==> src/rtl/core/dswt_pkg.sv <==
// ----------------------------------------------------------------------------
// dswt_pkg
// types and codes shared by the dual stack with transfer unit
// ----------------------------------------------------------------------------
`default_nettype none

package dswt_pkg;

    localparam int unsigned DATA_W = 32;
    localparam int unsigned CNT_W  = 5;

    // command codes
    localparam logic [1:0] CMD_PUSH     = 2'd0;
    localparam logic [1:0] CMD_MOVE_A2M = 2'd1;
    localparam logic [1:0] CMD_POP      = 2'd2;
    localparam logic [1:0] CMD_MOVE_M2A = 2'd3;

    // status codes
    localparam logic [1:0] ST_DONE  = 2'd0;
    localparam logic [1:0] ST_EMPTY = 2'd1;
    localparam logic [1:0] ST_FULL  = 2'd2;

    typedef struct packed {
        logic [1:0]               cmd;
        logic signed [DATA_W-1:0] value;
    } t_in_item;

    typedef struct packed {
        logic [1:0]               status;
        logic signed [DATA_W-1:0] main_top;
        logic signed [DATA_W-1:0] aux_top;
        logic [CNT_W-1:0]         main_count;
        logic [CNT_W-1:0]         aux_count;
    } t_out_item;

    // controller to datapath
    typedef struct packed {
        logic       main_wr;
        logic       main_from_aux;
        logic       main_dec;
        logic       main_rd;
        logic       aux_wr;
        logic       aux_dec;
        logic       aux_rd;
        logic       cap_main;
        logic       cap_aux;
        logic       stat_we;
        logic [1:0] status;
        logic       out_load;
    } t_dp_cmd;

    // datapath to controller
    typedef struct packed {
        logic main_empty;
        logic main_full;
        logic main_ge2;
        logic aux_empty;
        logic aux_full;
        logic aux_ge2;
    } t_dp_stat;

endpackage

`default_nettype wire

==> src/rtl/core/dswt_chan_if.sv <==
// ----------------------------------------------------------------------------
// dswt_chan_if
// valid/ready channel carrying one item of a given payload type
// ----------------------------------------------------------------------------
`default_nettype none

interface dswt_chan_if #(
    parameter type t_payload = logic
);
    logic     valid;
    logic     ready;
    t_payload payload;

    modport source (output valid, output payload, input ready);
    modport sink   (input valid, input payload, output ready);
endinterface

`default_nettype wire

==> src/rtl/core/dual_stack_with_transfer_unit.sv <==
// Two bounded LIFO stacks (main and aux), STACK_DEPTH words each, driven by
// one command per input item: push the value onto main, pop main, move the
// main top onto aux, or move the aux top onto main. Every item returns one
// result with a status (done, source empty, destination full), both tops
// (zero for an empty stack) and both counts (low 5 bits). A rejected command
// leaves both stacks untouched; empty source wins over full destination.
// Sequence: a command that leaves a stack top to be fetched from memory
// (pop, or the source of a move, with two or more entries on it) passes
// through S_CAP, where the new top from the registered read port of the
// stack memory is captured into the cached top register; every item then
// reaches S_DONE, which loads the result register once it is free, and the
// controller returns to accept the next item only after that load. A
// finished result waits in the output register while the next item is taken
// in. No clearing pass after reset: only the fill counters are reset, and
// memory entries are read only after being written.
// ----------------------------------------------------------------------------
// dual_stack_with_transfer_unit
// top level: controller and datapath of the dual stack with transfer
// ----------------------------------------------------------------------------
`default_nettype none

module dual_stack_with_transfer_unit
    import dswt_pkg::*;
#(
    parameter int STACK_DEPTH = 16
) (
    input  wire logic   i_clk,
    input  wire logic   i_rst_n,
    dswt_chan_if.sink   i_in,
    dswt_chan_if.source o_out
);

    t_dp_cmd  w_dp_cmd;   // per-cycle datapath command
    t_dp_stat w_dp_stat;  // stack empty/full/two-or-more flags
    logic     w_in_ready;
    logic     w_out_valid;
    t_in_item w_in_item;

    assign w_in_item = i_in.payload;

    // sequencer: decode, memory fetch of the new top, result hand-off
    dswt_ctrl u_ctrl (
        .i_clk       (i_clk),
        .i_rst_n     (i_rst_n),
        .i_in_valid  (i_in.valid),
        .o_in_ready  (w_in_ready),
        .i_cmd       (w_in_item.cmd),
        .i_out_ready (o_out.ready),
        .o_out_valid (w_out_valid),
        .i_stat      (w_dp_stat),
        .o_dp        (w_dp_cmd)
    );

    // stack memories, counters and the result register
    dswt_datapath #(.STACK_DEPTH(STACK_DEPTH)) u_datapath (
        .i_clk   (i_clk),
        .i_rst_n (i_rst_n),
        .i_value (w_in_item.value),
        .i_dp    (w_dp_cmd),
        .o_stat  (w_dp_stat),
        .o_item  (o_out.payload)
    );

    assign i_in.ready  = w_in_ready;
    assign o_out.valid = w_out_valid;

endmodule

`default_nettype wire

==> src/rtl/core/dswt_ram.sv <==
// ----------------------------------------------------------------------------
// dswt_ram
// generic single write port ram with one registered read port
// ----------------------------------------------------------------------------
`default_nettype none

module dswt_ram #(
    parameter int WIDTH = 32,
    parameter int DEPTH = 16
) (
    input  wire logic                     i_clk,
    input  wire logic                     i_we,
    input  wire logic [$clog2(DEPTH)-1:0] i_waddr,
    input  wire logic [WIDTH-1:0]         i_wdata,
    input  wire logic                     i_re,
    input  wire logic [$clog2(DEPTH)-1:0] i_raddr,
    output logic      [WIDTH-1:0]         o_rdata
);

    logic [WIDTH-1:0] r_mem [DEPTH];
    logic [WIDTH-1:0] r_rdata;

    always_ff @(posedge i_clk) begin
        if (i_we) begin
            r_mem[i_waddr] <= i_wdata;
        end
        if (i_re) begin
            r_rdata <= r_mem[i_raddr];
        end
    end

    assign o_rdata = r_rdata;

endmodule

`default_nettype wire

==> src/rtl/core/dswt_ctrl.sv <==
// ----------------------------------------------------------------------------
// dswt_ctrl
// command decode and sequencing for the two stacks
// ----------------------------------------------------------------------------
`default_nettype none

module dswt_ctrl
    import dswt_pkg::*;
(
    input  wire logic       i_clk,
    input  wire logic       i_rst_n,
    input  wire logic       i_in_valid,
    output logic            o_in_ready,
    input  wire logic [1:0] i_cmd,
    input  wire logic       i_out_ready,
    output logic            o_out_valid,
    input  wire t_dp_stat   i_stat,
    output t_dp_cmd         o_dp
);

    localparam logic [1:0] S_IDLE = 2'd0;
    localparam logic [1:0] S_CAP  = 2'd1;
    localparam logic [1:0] S_DONE = 2'd2;

    logic [1:0] r_state,     n_state;
    logic       r_cap_main,  n_cap_main;
    logic       r_cap_aux,   n_cap_aux;
    logic       r_out_valid, n_out_valid;

    always_comb begin
        n_state    = r_state;
        n_cap_main = r_cap_main;
        n_cap_aux  = r_cap_aux;
        o_dp       = '0;
        case (r_state)
            S_IDLE: begin
                if (i_in_valid) begin
                    o_dp.stat_we = 1'b1;
                    case (i_cmd)
                        CMD_PUSH: begin
                            if (i_stat.main_full) begin
                                o_dp.status = ST_FULL;
                            end else begin
                                o_dp.main_wr = 1'b1;
                            end
                        end
                        CMD_MOVE_A2M: begin
                            if (i_stat.aux_empty) begin
                                o_dp.status = ST_EMPTY;
                            end else if (i_stat.main_full) begin
                                o_dp.status = ST_FULL;
                            end else begin
                                o_dp.main_wr       = 1'b1;
                                o_dp.main_from_aux = 1'b1;
                                o_dp.aux_dec       = 1'b1;
                                o_dp.aux_rd        = i_stat.aux_ge2;
                            end
                        end
                        CMD_POP: begin
                            if (i_stat.main_empty) begin
                                o_dp.status = ST_EMPTY;
                            end else begin
                                o_dp.main_dec = 1'b1;
                                o_dp.main_rd  = i_stat.main_ge2;
                            end
                        end
                        default: begin
                            // move main top onto aux
                            if (i_stat.main_empty) begin
                                o_dp.status = ST_EMPTY;
                            end else if (i_stat.aux_full) begin
                                o_dp.status = ST_FULL;
                            end else begin
                                o_dp.aux_wr   = 1'b1;
                                o_dp.main_dec = 1'b1;
                                o_dp.main_rd  = i_stat.main_ge2;
                            end
                        end
                    endcase
                    n_cap_main = o_dp.main_rd;
                    n_cap_aux  = o_dp.aux_rd;
                    n_state    = (o_dp.main_rd || o_dp.aux_rd) ? S_CAP : S_DONE;
                end
            end
            S_CAP: begin
                o_dp.cap_main = r_cap_main;
                o_dp.cap_aux  = r_cap_aux;
                n_state       = S_DONE;
            end
            S_DONE: begin
                if (!r_out_valid || i_out_ready) begin
                    o_dp.out_load = 1'b1;
                    n_state       = S_IDLE;
                end
            end
            default: begin
                n_state = S_IDLE;
            end
        endcase
        n_out_valid = o_dp.out_load | (r_out_valid & ~i_out_ready);
    end

    always_ff @(posedge i_clk) begin
        if (!i_rst_n) begin
            r_state     <= S_IDLE;
            r_cap_main  <= 1'b0;
            r_cap_aux   <= 1'b0;
            r_out_valid <= 1'b0;
        end else begin
            r_state     <= n_state;
            r_cap_main  <= n_cap_main;
            r_cap_aux   <= n_cap_aux;
            r_out_valid <= n_out_valid;
        end
    end

    assign o_in_ready  = (r_state == S_IDLE);
    assign o_out_valid = r_out_valid;

endmodule

`default_nettype wire

==> src/rtl/core/dswt_datapath.sv <==
// ----------------------------------------------------------------------------
// dswt_datapath
// stack memories, fill counters, cached tops and result register
// ----------------------------------------------------------------------------
`default_nettype none

module dswt_datapath
    import dswt_pkg::*;
#(
    parameter int STACK_DEPTH = 16
) (
    input  wire logic                     i_clk,
    input  wire logic                     i_rst_n,
    input  wire logic signed [DATA_W-1:0] i_value,
    input  wire t_dp_cmd                  i_dp,
    output t_dp_stat                      o_stat,
    output t_out_item                     o_item
);

    localparam int FW = $clog2(STACK_DEPTH + 1);
    localparam int AW = $clog2(STACK_DEPTH);

    logic [FW-1:0]     r_mfill, r_afill;
    logic [DATA_W-1:0] r_mtop, r_atop;
    logic [1:0]        r_status;
    t_out_item         r_out;

    logic [DATA_W-1:0] w_main_wdata;
    logic [DATA_W-1:0] w_main_rdata, w_aux_rdata;
    logic [FW-1:0]     w_main_below, w_aux_below;
    logic [31:0]       w_mcnt, w_acnt;

    // entry under the current top
    assign w_main_below = r_mfill - FW'(2);
    assign w_aux_below  = r_afill - FW'(2);
    assign w_main_wdata = i_dp.main_from_aux ? r_atop : DATA_W'(i_value);

    dswt_ram #(.WIDTH(DATA_W), .DEPTH(STACK_DEPTH)) u_main_ram (
        .i_clk   (i_clk),
        .i_we    (i_dp.main_wr),
        .i_waddr (r_mfill[AW-1:0]),
        .i_wdata (w_main_wdata),
        .i_re    (i_dp.main_rd),
        .i_raddr (w_main_below[AW-1:0]),
        .o_rdata (w_main_rdata)
    );

    dswt_ram #(.WIDTH(DATA_W), .DEPTH(STACK_DEPTH)) u_aux_ram (
        .i_clk   (i_clk),
        .i_we    (i_dp.aux_wr),
        .i_waddr (r_afill[AW-1:0]),
        .i_wdata (r_mtop),
        .i_re    (i_dp.aux_rd),
        .i_raddr (w_aux_below[AW-1:0]),
        .o_rdata (w_aux_rdata)
    );

    always_ff @(posedge i_clk) begin
        if (!i_rst_n) begin
            r_mfill <= '0;
            r_afill <= '0;
        end else begin
            if (i_dp.main_wr) begin
                r_mfill <= r_mfill + FW'(1);
            end else if (i_dp.main_dec) begin
                r_mfill <= r_mfill - FW'(1);
            end
            if (i_dp.aux_wr) begin
                r_afill <= r_afill + FW'(1);
            end else if (i_dp.aux_dec) begin
                r_afill <= r_afill - FW'(1);
            end
        end
    end

    always_ff @(posedge i_clk) begin
        if (i_dp.main_wr) begin
            r_mtop <= w_main_wdata;
        end else if (i_dp.cap_main) begin
            r_mtop <= w_main_rdata;
        end
        if (i_dp.aux_wr) begin
            r_atop <= r_mtop;
        end else if (i_dp.cap_aux) begin
            r_atop <= w_aux_rdata;
        end
        if (i_dp.stat_we) begin
            r_status <= i_dp.status;
        end
        if (i_dp.out_load) begin
            r_out.status     <= r_status;
            r_out.main_top   <= (r_mfill == '0) ? '0 : $signed(r_mtop);
            r_out.aux_top    <= (r_afill == '0) ? '0 : $signed(r_atop);
            r_out.main_count <= w_mcnt[CNT_W-1:0];
            r_out.aux_count  <= w_acnt[CNT_W-1:0];
        end
    end

    // counts are reported modulo 32
    assign w_mcnt = 32'(r_mfill);
    assign w_acnt = 32'(r_afill);

    assign o_stat.main_empty = (r_mfill == '0);
    assign o_stat.main_full  = (r_mfill == FW'(STACK_DEPTH));
    assign o_stat.main_ge2   = (r_mfill >= FW'(2));
    assign o_stat.aux_empty  = (r_afill == '0);
    assign o_stat.aux_full   = (r_afill == FW'(STACK_DEPTH));
    assign o_stat.aux_ge2    = (r_afill >= FW'(2));

    assign o_item = r_out;

endmodule

`default_nettype wire

==> src/flat_wrapper.sv <==
// flat-port wrapper written by rule: the top's interface ports become plain ports
module dual_stack_with_transfer_unit_flat import dswt_pkg::*;
#(
    parameter int STACK_DEPTH = 16
)
  (i_clk, i_rst_n, i_in_valid, i_in_payload, i_in_ready, o_out_valid, o_out_payload, o_out_ready);
  dswt_chan_if #(.t_payload(t_in_item)) i_in_i ();
  dswt_chan_if #(.t_payload(t_out_item)) o_out_i ();
  input  wire logic i_clk;
  input  wire logic i_rst_n;
  input wire logic [$bits(i_in_i.valid)-1:0] i_in_valid;
  input wire logic [$bits(i_in_i.payload)-1:0] i_in_payload;
  output wire logic [$bits(i_in_i.ready)-1:0] i_in_ready;
  output wire logic [$bits(o_out_i.valid)-1:0] o_out_valid;
  output wire logic [$bits(o_out_i.payload)-1:0] o_out_payload;
  input wire logic [$bits(o_out_i.ready)-1:0] o_out_ready;
  assign i_in_i.valid = i_in_valid;
  assign i_in_i.payload = i_in_payload;
  assign i_in_ready = i_in_i.ready;
  assign o_out_valid = o_out_i.valid;
  assign o_out_payload = o_out_i.payload;
  assign o_out_i.ready = o_out_ready;
  dual_stack_with_transfer_unit #(.STACK_DEPTH(STACK_DEPTH)) u_core (.i_clk(i_clk), .i_rst_n(i_rst_n), .i_in(i_in_i), .o_out(o_out_i));
endmodule
==> config.mk <==
export PLATFORM = sky130hd
export DESIGN_NAME = dual_stack_with_transfer_unit_flat
export DESIGN_NICKNAME = d
export VERILOG_FILES = /design/src/rtl/core/dswt_pkg.sv /design/src/rtl/core/dswt_chan_if.sv /design/src/rtl/core/dual_stack_with_transfer_unit.sv /design/src/rtl/core/dswt_ram.sv /design/src/rtl/core/dswt_ctrl.sv /design/src/rtl/core/dswt_datapath.sv /design/src/flat_wrapper.sv
export SDC_FILE = /design/constraint.sdc
export NUM_CORES = 1
export LEC_CHECK = 0
export BUFFER_PORTS_ARGS = -buffer_cell sky130_fd_sc_hd__buf_2
export CAP_MARGIN = 30
export CORE_MARGIN = 8
export CORE_UTILIZATION = 65
export CTS_BUF_LIST = sky130_fd_sc_hd__clkbuf_16
export DETAILED_ROUTE_END_ITERATION = 16
export PLACE_DENSITY_LB_ADDON = 0.05
export SYNTH_ARGS = -nofsm -noshare
export SYNTH_HDL_FRONTEND = slang
export SYNTH_HIERARCHICAL = 1
export SYNTH_SLANG_ARGS = --single-unit
==> constraint.sdc <==
create_clock -name i_clk -period 12.8 [get_ports i_clk]
set_input_delay 1.92 -clock i_clk [delete_from_list [all_inputs] [get_ports i_clk]]
set_output_delay 1.92 -clock i_clk [all_outputs]
set_load 0.01 [all_outputs]
==> results by group, run 1 <==
Route
  – Drt drc: 0
  – ANT nets after route: 0
  – Met1 Wirelength: 40600 µm
  – Highest metal used: met5
  – Metal3 WL: 8310 µm
  – Initial drt markers: 2421
  – Vias per inst: 6.56
  – Final wirelength: 103000 µm
  – WL per Instance: 29.9 µm
  – TritonRoute pass-1 iters: 5
  – Met2 wire len: 51700 µm
  – Via count: 22.7k

Pwr
  – Worst VDD drop: 0.000140 V
  – Pwr dens: 213 nW/µm²
  – P_leak: 0.0173 µW

Hold path
  – Hold/Removal Path Class: reg -> reg
  – Hold Path Cell Cnt: 0
  – Beginning of the worst hold path: u_core/u_datapath/r_status[1]
  – Hold path endpoint: u_core/u_datapath/o_item[75]

GRT
  – GRT Overall Usage: 25.3%
  – Remaining Overflow, GRT: 0
  – Antenna violations before repair: 3
  – First-pass GRT wire length: 152000 µm
  – Largest net degree at the start of global routing: 68
  – Number of global-route vias before repair: 23.1k

Finish
  – Final Cell Area: 53500 µm²
  – Filler cells: 4081
  – Share of cells above drive strength 1: 28.9%
  – Non-Filler Instances: 3454
  – FF+latch area: 37200 µm²
  – Layout area overhead: 13.0%
  – Footprint of the multi-input gates: 9820 µm²
  – Nets: 2439

Die
  – Initial Utilization: 65.2%
  – Die area: 81800 µm²
  – Placeable Area: 72600 µm²
  – Die height: 286 µm
  – I/O pins: 116
  – Num rows: 99
  – Die X: 286 µm

Synthesis
  – Synth Flop Type: edfxtp_1
  – Most numerous cell in the Yosys netlist: edfxtp_1
  – Avg Cell Area, Syn: 21.5 µm²
  – Syn_nets: 2254
  – Synth cell types: 48
  – Yosys warns: 6
  – Top cell type's share of synthesized area: 78.0%
  – Synth area leaders: edfxtp_1 (78%), mux4_2 (12%), a22oi_1 (2.0%)
  – Mapped cell area: 47400 µm²
  – Post-synth EDFFs: 1230
  – Sequential fraction of the synthesis area: 78.6%
  – Synth cell count leaders: edfxtp_1 (1230), mux4_2 (256), nor2_1 (133), a22oi_1 (128), nand2_1 (74)
  – Gate Count Post-Synth: 2206
  – Number of synthesized register bits: 1245
  – FFs w/ async S/R, synth: 0%
  – Leading area contributor after synthesis: edfxtp_1

Clock tree
  – Worst skew pair latency: 680 ps
  – Post-CTS Resized: 0
  – # clock sinks: 1245
  – Root buffer cell: clkbuf_16
  – Clock tree buffer depth: 3
  – Post CTS Setup Buffer Count: 0
  – CTS H-tree depth: 3
  – Num CTS Buffers: 119
  – CTS tree: yes
  – Clock transition at the register clock pins on the worst setup and hold paths after CTS: 60 ps
  – CTS hold repair buffers: 0

STA
  – Tcrit/Tclk final: 36.4%
  – Slew HR: 32.4%
  – Final TNS setup: 0 ps
  – RSZ-0062 raised after global routing: no
  – Final hold vios: 0
  – Final Max Slew Viols: 0
  – Final min period: 4660 ps
  – Setup violations, final: 0
  – Tightest Pin Transition: 1010 ps
  – Max Fclk: 214 MHz
  – Clk_skew: 27.1 ps

Critical path
  – Reg2reg end: u_core/u_datapath/u_aux_ram/r_mem[0][13]
  – CP required: 13100 ps
  – Critical Path Sink Type: register
  – Register-to-register setup slack: 8270 ps
  – Most used cell, CP: buf_4
  – RR Startpoint: u_core/u_datapath/r_mfill[1]
  – CP Class: in -> reg
  – Slowest CP cell: nor3_2
  – Worst R2R Path Depth: 9
  – CP peak stage delay: 760 ps
  – Critical path fanouts, max: 44
  – Critical path cell sequence: buf_2, or3b_4, nor4b_2, buf_4, nand3b_1, nor3_2, buf_4
  – Worst path arrival time: 4970 ps
  – Startpoint Class: input port
  – Crit path from: i_in_valid

Placement
  – Cell Count Post-Placement: 3228
  – PortBufs: 115
  – Post-DP HPWL: 60200 µm
  – DP Area: 49600 µm²
  – GP Congestion: 0.827

Outcome
  – Outcome: finished, final reports clean

Job
  – Total of max-cap violations: 0
## sequential cells by signal, summed over array words and instances, names as in the netlist, 2 cells and up
signal,flops
u_core/u_datapath/u_main_ram/o_rdata,32
u_core/u_datapath/r_mfill,5
u_core/u_datapath/u_aux_ram/o_rdata,32
u_core/u_ctrl/r_state,2
u_core/u_datapath/r_mtop,32
u_core/u_datapath/r_afill,5
u_core/u_datapath/o_item,76
u_core/u_datapath/u_main_ram/r_mem,512
u_core/u_datapath/u_aux_ram/r_mem,512
u_core/u_datapath/r_status,2
u_core/u_datapath/r_atop,32
## stage by stage
step           power [µW]  util, %  hold WS, ps  setup slack [ps]
6_report            11400     73.7          425              8140
5_1_grt             11800     73.7          433              8030
4_1_cts             11500     73.7          424              8200
3_5_place_dp         8020     68.4          407              7490
3_3_place_gp         7900     67.7          410              7420
2_1_floorplan        7050        -          400              6540
## cell usage in the layout (no fill, tap or decap), types with 9 or more instances in the layout
cell       synthesis  routed
buf_12             0      13
mux4_2           256     256
bufinv_16          0      14
a22oi_1          128     128
inv_1             11      34
nor2_1           133     107
clkinv_2           0      26
nand2_1           74      74
nor2b_1           72      67
mux2_2            64      64
buf_2             21     115
edfxtp_1        1230    1230
a21oi_1            9       9
clkbuf_16          0     122
buf_4             25      36
nor2_4             2      27
dfxtp_1           15      13
clkinv_1           0      28
nand2b_1          10      10
## per-layer routing
| metal | track usage [%] | up-vias |
|---|---|---|
| met3 | 4.51 | 165 |
| li1 | - | 9476 |
| met4 | 6.72 | 2 |
| met1 | 35.7 | 12000 |
| met2 | 41.4 | 1033 |
| met5 | 0 | - |
## cell families after synthesis
logic type                 synth area share, %
DFF                                       78.6
and+or+nand+nor                           3.50
muxes                                     13.7
AOI/OAI and AO/OA                         2.56
buffers and inverters                     1.22
adders and majority gates                0.296
xor gates and xnor gates                 0.111
## worst max-delay path: cells and delay by family
family,cells,cell delay [ps]
AND/OR/NAND/NOR,4,1810
buffers and inverters,3,1180
## where the power goes
part	switching [µW]	internal, µW
Combinational	1690	1070
Sequential	215	4970
Clock	1450	2000
Total	3360	8040
## final cells by class
class	count	area share (%)
flip-flops and latches	1245	69.6
multi-input cells	840	18.3
clock buffers	122	5.70
repair buffers	173	2.50
well taps	959	2.24
clock inverters	101	1.53
inverters	12	0.103
diodes	2	0.00935
## how the worst max path moves through the flow
| stage | cells after the start | slack, ps | end |
|---|---|---|---|
| floorplan | 4 | 6540 | u_core/u_datapath/u_main_ram/r_mem[0][0] |
| global placement | 8 | 7420 | u_core/u_datapath/u_aux_ram/r_mem[8][12] |
| detailed placement | 7 | 7490 | u_core/u_datapath/u_main_ram/r_mem[8][3] |
| CTS | 7 | 8200 | u_core/u_datapath/u_main_ram/r_mem[8][3] |
| global route | 7 | 8030 | u_core/u_datapath/u_main_ram/r_mem[8][19] |
| finish | 7 | 8140 | u_core/u_datapath/u_main_ram/r_mem[8][3] |
Note: power is estimated with default switching activity, not from simulation.
==> run 2, diff against run 1 <==
CORE_UTILIZATION = 62   (was 65)
clock period = 4.8 ns   (was 12.8 ns; I/O delays follow)
==> results by group, run 2 (same netlist as run 1, synthesis figures left out) <==
Critical path
  – Worst path arrival time: 4650 ps (-320 ps)
  – Startpoint Class: register
  – Critical Path Sink Type: register
  – CP required: 5400 ps (-7700 ps)
  – CP Class: reg -> reg
  – Critical path fanouts, max: 34 (-23%)
  – Register-to-register setup slack: 750 ps (-7520 ps)

GRT
  – GRT Overall Usage: 25.3% (about the same)
  – Antenna violations before repair: 9 (+6)
  – First-pass GRT wire length: 158000 µm (+3.6%)
  – Number of global-route vias before repair: 23.4k (+1.1%)
  – Remaining Overflow, GRT: 0 (unchanged)
  – Largest net degree at the start of global routing: 109 (+60%)

Pwr
  – Clk pwr share: 29.9% (-0.4 points)
  – Total internal power: 21500 µW (+170%)
  – Switch share: 29.8% (+0.34 points)
  – Comb pwr share: 24.9% (+0.7 points)
  – Worst VDD drop: 0.000425 V (+200%)
  – P_sw: 9120 µW (+170%)
  – Sequential power share: 45.1% (-0.4 points)
  – PnR Total Power: 30600 µW (+170%)
  – P_leak: 0.0173 µW (+0.19%)
  – Pwr dens: 570 nW/µm² (+170%)

Clock tree
  – CTS tree: yes
  – # clock sinks: 1245 (unchanged)
  – CTS H-tree depth: 3 (unchanged)
  – Num CTS Buffers: 120 (+0.84%)
  – Post CTS Setup Buffer Count: 0 (unchanged)
  – Post-CTS Resized: 0 (unchanged)
  – Clock tree buffer depth: 3 (unchanged)
  – Clock transition at the register clock pins on the worst setup and hold paths after CTS: 60 ps (about the same)
  – Worst skew pair latency: 680 ps (about the same)
  – Root buffer cell: clkbuf_16
  – CTS hold repair buffers: 0 (unchanged)

Finish
  – Share of cells above drive strength 1: 29.4% (+0.46 points)
  – Fin util: 70.8% (-3.0 points)
  – Layout area overhead: 13.3%
  – Most frequent cells in the layout: edfxtp_1 (1230), mux4_2 (256), a22oi_1 (128)
  – Most common cell after layout, fill and taps aside: edfxtp_1
  – Final Cell Area: 53700 µm² (+0.25%)
  – Nets: 2454 (+0.62%)

Route
  – Initial drt markers: 2255 (-6.9%)
  – Final wirelength: 108000 µm (+4.8%)
  – Drt drc: 0 (unchanged)
  – Vias per inst: 6.56 (about the same)
  – TritonRoute pass-1 iters: 5 (unchanged)
  – ANT nets after route: 0 (unchanged)
  – WL per Instance: 31.0 µm (+3.9%)
  – Via count: 22.9k (+0.83%)

STA
  – Clk_skew: 25.7 ps (-1.39 ps)
  – Final TNS setup: 0 ps (unchanged)
  – Tcrit/Tclk final: 84.3%
  – Max Fclk: 247 MHz
  – RSZ-0062 raised after global routing: no
  – Final hold slack: 317 ps (-107 ps)
  – Setup violations, final: 0 (unchanged)
  – Final hold vios: 0 (unchanged)
  – Final min period: 4050 ps
  – Final Max Slew Viols: 0 (unchanged)
  – Tightest Pin Transition: 1070 ps (+54.3 ps)
  – Slew HR: 28.6% (-3.9 points)

Outcome
  – Outcome: finished, final reports clean

Placement
  – GP Congestion: 0.831 (+0.57%)
  – Post-DP HPWL: 63300 µm (+5.2%)
  – DP Area: 49800 µm² (+0.26%)
  – PortBufs: 115 (unchanged)

Die
  – Initial Utilization: 62.5% (-2.8 points)
  – Die area: 85500 µm² (+4.6%)
  – Num rows: 101 (+2.0%)
  – I/O pins: 116 (unchanged)
  – Die height: 292 µm (+2.3%)
  – Placeable Area: 75800 µm² (+4.5%)
  – Die X: 292 µm (+2.3%)

Job
  – Total of max-cap violations: 0 (unchanged)

Hold path
  – Hold/Removal Path Class: in -> reg
[run 2: cell types whose count changed in the layout (fill, tap and decap cells not counted), sizes merged]
cell | before | now
clkinvlp | 5 | 6
buf | 173 | 187
clkinv | 56 | 60
bufinv | 14 | 12
diode | 2 | 1
clkbuf | 122 | 124
inv | 38 | 31
[run 2: final timing paths]
path	from	to	depth (start not counted)
worst min-delay path	i_in_valid	u_core/u_ctrl/r_state[1]	3
worst max register to register	u_core/u_datapath/r_afill[0]	u_core/u_datapath/r_mfill[4]	9
worst max-delay path	u_core/u_datapath/r_afill[0]	u_core/u_datapath/r_mfill[4]	9
worst min register to register	u_core/u_datapath/r_status[1]	u_core/u_datapath/o_item[75]	0
[run 2: layer usage]
layer / global-route usage, % / wire length [µm] / vias to the layer above
met3: 4.64 / 8280 / 175
met1: 35.2 / 42800 / 12200
met4: 6.76 / 2820 / 2
li1: - / - / 9510
met2: 41.8 / 54200 / 998
met5: 0 / 11 / -
[run 2: layout make-up]
| class | count | area [µm²] |
|---|---|---|
| inverters | 12 | 55.1 |
| repair buffers | 187 | 1450 |
| flip-flops and latches | 1245 | 37200 |
| clock inverters | 97 | 753 |
| diodes | 1 | 2.50 |
| well taps | 978 | 1220 |
| fillers | 4582 | 22200 |
| clock buffers | 124 | 3100 |
| multi-input cells | 840 | 9840 |
[run 2: per-stage QoR]
step                      instances  setup slack, ps
after floorplan                2206            0.880
after global placement         3255              917
after detailed placement       3260              888
after CTS                      3481              863
after global routing           3484              478
final                          3484              751
[run 2: power groups by stage]
| stage | combinational [µW] | sequential (µW) | clock [µW] |
|---|---|---|---|
| floorplan | 4920 | 13900 | 0 |
| global placement | 7340 | 14000 | 0 |
| detailed placement | 7560 | 14000 | 0 |
| CTS | 7600 | 13800 | 9300 |
| global route | 8170 | 13900 | 9700 |
| finish | 7640 | 13800 | 9170 |
[run 2: worst max-delay path, cell delays in order, from the launching register on]
cell,delay (ps)
dfxtp_4,790
or4_4,290
nor2_4,40
nand2_1,120
nor4b_2,660
inv_1,590
fa_1,630
a21o_1,190
a2111oi_0,460
a311o_1,200
